**src/rtl/core/sltok_pkg.sv**
```systemverilog
// Shared types and constants for the tokenizer core.
package sltok_pkg;

  localparam logic [1:0] REC_TEXT  = 2'd0;
  localparam logic [1:0] REC_END   = 2'd1;
  localparam logic [1:0] REC_ERROR = 2'd2;

  localparam logic [5:0] TK_IDENT   = 6'd0;
  localparam logic [5:0] TK_INT     = 6'd1;
  localparam logic [5:0] TK_FLOAT   = 6'd2;
  localparam logic [5:0] TK_STRING  = 6'd3;
  localparam logic [5:0] TK_CHAR    = 6'd4;
  localparam logic [5:0] TK_EOF     = 6'd5;
  localparam logic [5:0] TK_UNKNOWN = 6'd6;
  localparam logic [5:0] TK_TABLE   = 6'd7;

  localparam logic [2:0] ERR_NONE     = 3'd0;
  localparam logic [2:0] ERR_COMMENT  = 3'd1;
  localparam logic [2:0] ERR_STRING   = 3'd2;
  localparam logic [2:0] ERR_LONGCHAR = 3'd3;
  localparam logic [2:0] ERR_TWODOTS  = 3'd4;
  localparam logic [2:0] ERR_BADCHAR  = 3'd5;
  localparam logic [2:0] ERR_INTERP   = 3'd6;

  localparam int TableSize = 51;
  localparam int TableLen  = 6;

  // one input item as it arrives on the source channel
  typedef struct packed {
    logic [7:0] source_byte;
    logic       end_of_input;
  } src_item_t;

  // one input item after the front end has classified it
  typedef enum logic [3:0] {
    CL_OTHER = 4'd0, CL_BLANK = 4'd1, CL_NEWLINE = 4'd2, CL_BAR = 4'd3,
    CL_QUOTE = 4'd4, CL_OPEN = 4'd5, CL_CLOSE = 4'd6, CL_SINGLE = 4'd7,
    CL_ARITH = 4'd8, CL_ALPHA = 4'd9, CL_DIGIT = 4'd10, CL_DOT = 4'd11,
    CL_EQUAL = 4'd12, CL_BSLASH = 4'd13
  } char_class_t;

  typedef struct packed {
    logic [7:0]  ch;
    logic        eoi;
    char_class_t cls;
  } front_item_t;

  typedef struct packed {
    logic [1:0]  record_kind;
    logic [7:0]  text_byte;
    logic [5:0]  token_kind;
    logic [15:0] line_number;
    logic [11:0] char_count;
    logic [2:0]  error_code;
    logic        last_of_run;
  } result_t;

  typedef enum logic [7:0] {
    M_IDLE    = 8'b0000_0001,
    M_COMMENT = 8'b0000_0010,
    M_WORD    = 8'b0000_0100,
    M_NUMBER  = 8'b0000_1000,
    M_OP      = 8'b0001_0000,
    M_STRING  = 8'b0010_0000,
    M_ESCAPE  = 8'b0100_0000,
    M_RESUME  = 8'b1000_0000
  } scan_mode_t;

  typedef logic [TableLen*8-1:0] entry_text_t;

  function automatic entry_text_t tstr(input int idx);
    case (idx)
      0: tstr = "create"; 1: tstr = "as"; 2: tstr = "start"; 3: tstr = "end";
      4: tstr = "if"; 5: tstr = "else"; 6: tstr = "while"; 7: tstr = "stop";
      8: tstr = "skip"; 9: tstr = "say"; 10: tstr = "with"; 11: tstr = "return";
      12: tstr = "in"; 13: tstr = "true"; 14: tstr = "false"; 15: tstr = "repeat";
      16: tstr = "to"; 17: tstr = "step"; 18: tstr = "on"; 19: tstr = "than";
      20: tstr = "int"; 21: tstr = "float"; 22: tstr = "char"; 23: tstr = "list";
      24: tstr = "string"; 25: tstr = "bool"; 26: tstr = "void"; 27: tstr = "is";
      28: tstr = "not"; 29: tstr = "more"; 30: tstr = "less"; 31: tstr = "and";
      32: tstr = "or"; 33: tstr = "="; 34: tstr = "+"; 35: tstr = "-";
      36: tstr = "*"; 37: tstr = "/"; 38: tstr = "%"; 39: tstr = "+=";
      40: tstr = "-="; 41: tstr = "*="; 42: tstr = "/="; 43: tstr = "%=";
      44: tstr = "("; 45: tstr = ")"; 46: tstr = "["; 47: tstr = "]";
      48: tstr = entry_text_t'(8'h0a); 49: tstr = ":"; 50: tstr = ",";
      default: tstr = '0;
    endcase
  endfunction

  function automatic int tlen(input int idx);
    entry_text_t s;
    int n;
    s = tstr(idx);
    n = 0;
    for (int i = 0; i < TableLen; i++) if (s[i*8 +: 8] != 8'h00) n = i + 1;
    tlen = n;
  endfunction

  // strings are right-aligned: first character in the highest used byte
  function automatic logic [7:0] tchar(input int idx, input int pos);
    int n;
    n = tlen(idx);
    tchar = tstr(idx)[(n-1-pos)*8 +: 8];
  endfunction

  function automatic char_class_t classify(input logic [7:0] c);
    char_class_t r;
    r = CL_OTHER;
    if (c == " " || c == 8'h09) r = CL_BLANK;
    else if (c == 8'h0a) r = CL_NEWLINE;
    else if (c == "|") r = CL_BAR;
    else if (c == "\"") r = CL_QUOTE;
    else if (c == "'") r = CL_SINGLE;
    else if (c == "(" || c == "[") r = CL_OPEN;
    else if (c == ")" || c == "]") r = CL_CLOSE;
    else if (c == "+" || c == "-" || c == "*" || c == "/" || c == "%") r = CL_ARITH;
    else if ((c >= "a" && c <= "z") || (c >= "A" && c <= "Z") || c == "_") r = CL_ALPHA;
    else if (c >= "0" && c <= "9") r = CL_DIGIT;
    else if (c == ".") r = CL_DOT;
    else if (c == "=") r = CL_EQUAL;
    else if (c == "\\") r = CL_BSLASH;
    classify = r;
  endfunction

endpackage

```
**src/rtl/core/sltok_front.sv**
```systemverilog
// Front end: accepts source items, classifies them, feeds a two-entry queue.
module sltok_front (
  input  logic clk,
  input  logic rst,
  input  logic [7:0] in_byte,
  input  logic       in_eoi,
  input  logic       in_valid,
  output logic       in_ready,
  output sltok_pkg::front_item_t q_item,
  output logic       q_valid,
  input  logic       q_take
);
  import sltok_pkg::*;

  front_item_t slot [2];
  logic        rd_ptr, wr_ptr;
  logic [1:0]  count;
  logic        push;

  assign in_ready = (count != 2'd2);
  assign push     = in_valid && in_ready;
  assign q_valid  = (count != 2'd0);
  assign q_item   = slot[rd_ptr];

  always_ff @(posedge clk) begin
    if (push) slot[wr_ptr] <= '{ch: in_byte, eoi: in_eoi, cls: classify(in_byte)};
    if (rst) begin
      rd_ptr <= 1'b0;
      wr_ptr <= 1'b0;
      count  <= 2'd0;
    end else begin
      if (push) wr_ptr <= ~wr_ptr;
      if (q_take) rd_ptr <= ~rd_ptr;
      count <= count + {1'b0, push} - {1'b0, q_take};
    end
  end
endmodule

```
**config.mk**
```make
export PLATFORM = sky130hd
export DESIGN_NAME = sltok_front
export DESIGN_NICKNAME = d
export VERILOG_FILES = /design/src/rtl/core/sltok_pkg.sv /design/src/rtl/core/sltok_front.sv
export SDC_FILE = /design/constraint.sdc
export NUM_CORES = 1
export LEC_CHECK = 0
export ABC_AREA = 1
export BUFFER_PORTS_ARGS = -buffer_cell sky130_fd_sc_hd__buf_2
export CAP_MARGIN = 10
export CELL_PAD_IN_SITES_DETAIL_PLACEMENT = 0
export CELL_PAD_IN_SITES_GLOBAL_PLACEMENT = 1
export CORE_MARGIN = 2
export CORE_UTILIZATION = 42
export DETAILED_ROUTE_END_ITERATION = 10
export PLACE_DENSITY = 0.87
export SYNTH_ARGS = -nofsm -noshare
export SYNTH_HDL_FRONTEND = slang
export SYNTH_SLANG_ARGS = --single-unit
```
**constraint.sdc**
```tcl
create_clock -name clk -period 1.9 [get_ports clk]
set_input_delay 0.095 -clock clk [delete_from_list [all_inputs] [get_ports clk]]
set_output_delay 0.095 -clock clk [all_outputs]
set_load 0.005 [all_outputs]
```
==> results.json <==
{
  "maxSlewViolCount": 0,
  "antenna_violating_nets_post_route": 0,
  "postSynthRegisterBits": 31,
  "drt-vias-per-instance": 4.81,
  "grt_start_max_net_pins": 15,
  "place_congestion": 0.947,
  "row_count": 21,
  "dr_drc_count": 0,
  "final-instance-count-excl-fill": 232,
  "cts.path.max_buffers": 2,
  "finalWorstPathRequiredPeriod_ns": 1.65,
  "critical_path_arrival_ns": 1.56,
  "grt_use_met3": 0.0405,
  "syn2layout_area_growth_pct": 19.4,
  "syn-mean-instance-area_um2": 10.3,
  "max_cap_violations": 0,
  "worst_path_max_delay_cell": "sky130_fd_sc_hd__dfxtp_1",
  "finalSetupViolCount": 0,
  "total_number_of_h_tree_levels": 2,
  "holdWs_ns": 0.0208,
  "crit_type": "register to output pin",
  "power_leakage_nw": 0.771,
  "number_of_antenna_violations_at_the_first_check_in_global_routing": 0,
  "floorplan.core_area_um2": 3390,
  "synth_seq_area_share": 0.584,
  "critPathLaunchType": "register",
  "antenna-diode-count": 0,
  "detailed_place_hpwl_um": 2110,
  "cts_tree": "yes",
  "numPortBuffers": 27,
  "yosysTopAreaCell": "sky130_fd_sc_hd__edfxtp_1",
  "report.power.total_w": 0.00152,
  "worst_slew_pin_slew_ns": 0.585,
  "timing.final.crit_share": 0.871,
  "post_synth_instance_area_um2": 1510,
  "drt-initial-drc-count": 63,
  "wl_per_cell_um": 11.7,
  "timing.critical_path.to_type": "output pin",
  "hold_path.class": "input port to register",
  "synth.top_cell.area_share": 0.517,
  "fmax_mhz": 604,
  "worstPathMaxFanout": 13,
  "synthesis.yosys.warnings": 0,
  "netlist_instances": 147,
  "placed_cells": 221,
  "netlist_top_cells_area": "sky130_fd_sc_hd__edfxtp_1, sky130_fd_sc_hd__mux2_2, sky130_fd_sc_hd__nand2_1, sky130_fd_sc_hd__dfxtp_1, sky130_fd_sc_hd__nor2_1",
  "num-nets-final": 200,
  "cts_root_buf": "sky130_fd_sc_hd__clkbuf_4",
  "post_cts_hold_buffer_count": 3,
  "first_global_vias": 1064,
  "cts.repair.resized": 0,
  "layout.cells.most_common": "sky130_fd_sc_hd__nand2_1",
  "status": "finished clean",
  "path_cells": "mux2_2 -> buf_2",
  "die_width_um": 63.9,
  "tns_ns": 0,
  "timing.max_slew.rel_slack": 0.610,
  "skew_ns": 0.00542,
  "tritoncts_num_sinks": 31,
  "synth.distinct_cells": 22,
  "layout_common_cells": "sky130_fd_sc_hd__nand2_1, sky130_fd_sc_hd__buf_2, sky130_fd_sc_hd__edfxtp_1",
  "timing.final.hold_violations": 0,
  "placement.setup.worst_slack_ns": 0.391,
  "dr_total_vias": 1115,
  "fp.dieArea_um2": 4090,
  "overall_routed_net_length_um": 2720,
  "grt_first_pass_wirelength_um": 4690,
  "path_delay_family": "flip-flops",
  "gr-total-overflow": 0,
  "grt_use_total": 0.153,
  "critical_path.max_stage_delay_ns": 0.70,
  "syn-num-nets": 162,
  "groute.layer.met2.usage": 0.253,
  "cts_bufs_inserted": 5,
  "pwr_density_cell_nw_per_um2": 845,
  "insertion_delay_of_the_later_clocked_pin_in_the_worst_skew_pair_ns": 0.32,
  "cp.required_ns": 1.80,
  "start_util": 0.445,
  "met1_usage": 0.185,
  "pre_antenna_drt_iters": 4,
  "die_h_um": 63.9,
  "pin_count": 28,
  "cts.reportedPaths.clkPinSlew_ns": 0.09,
  "drive_gt1_frac": 0.306,
  "vdd_ir_drop_max_mv": 0.275,
  "post_cts.repair.setup_buffers": 0,
  "critical_path.n_buffers_inverters": 1,
  "grt_setup_unrepaired": "false",
  "worst_slack_ns": 0.246,
  "grt-busiest-layer": "met2"
}
-- report_power, final --
part           internal (W)  switching (W)  leakage (nW)  total [W]
clock              0.000179       0.000199        0.0353   0.000378
sequential         0.000821      0.0000334         0.286   0.000854
combinational      0.000141       0.000150         0.450   0.000290
total               0.00114       0.000382         0.771    0.00152
-- path summary, 6_finish.rpt --
kind	to	slack [ns]	depth (start not counted)	startpoint
worst min-delay path	slot[1][11]	0.02	1	in_byte[6]
worst min register to register	register	0.52	2	rd_ptr
worst max register to register	count[1]	0.38	8	count[0]
worst max-delay path	q_item[3]	0.25	2	register
-- synthesized netlist by cell type (all sizes together) --
cell and instances:
o211ai 1, o21ai 2, a21oi 4, edfxtp 26, a21boi 1, and2 2
ha 2, nor2 24, buf 1, nand2 30, dfxtp 5, nor3 2
nand4 5, or2 2, inv 20, xnor2 2, nand3 5, mux2 13
-- worst register-to-register path, cell delays in order, from the launching register on --
cell and delay [ns]:
sky130_fd_sc_hd__dfxtp_1 0.35, sky130_fd_sc_hd__inv_1 0.04, sky130_fd_sc_hd__nand2_1 0.08, sky130_fd_sc_hd__nand2_1 0.09
sky130_fd_sc_hd__ha_1 0.28, sky130_fd_sc_hd__inv_1 0.04, sky130_fd_sc_hd__ha_1 0.17, sky130_fd_sc_hd__or2_2 0.30
sky130_fd_sc_hd__a21oi_1 0.11
-- kinds of logic after synthesis --
family / synth area share
AOI/OAI and AO/OA: 0.0348
xor gates and xnor gates: 0.0116
adders and majority gates: 0.0166
buffers and inverters: 0.0531
DFF: 0.584
muxes: 0.0970
and+or+nand+nor: 0.203
-- registers in the layout (all words and copies together), names as in the netlist, named ones only --
| name | cells |
|---|---|
| slot | 26 |
| wr_ptr | 1 |
| rd_ptr | 1 |
| count | 2 |
-- metal layers --
| metal | wire length (um) | vias up | part of all wire |
|---|---|---|---|
| li1 | - | 568 | - |
| met1 | 1170 | 514 | 0.43 |
| met3 | 138 | 6 | 0.051 |
| met4 | 63 | 0 | 0.023 |
| met2 | 1340 | 27 | 0.49 |
| met5 | 0 | - | 0 |
-- final cells by class --
type,instances,area [um^2]
fill,295,1590
inverter,20,75.1
multi-input combinational,95,548
sequential,31,881
tap,46,57.6
clock buffer,7,55.1
clock inverter,1,5.00
timing repair buffer,32,180
-- through the flow --
stage,instance area [um^2],util
floorplan,1510,-
global placement,1710,0.505
detailed placement,1710,0.505
CTS,1800,0.532
global route,1800,0.532
finish,1800,0.532
No activity file was read; power rests on OpenSTA's default activity.
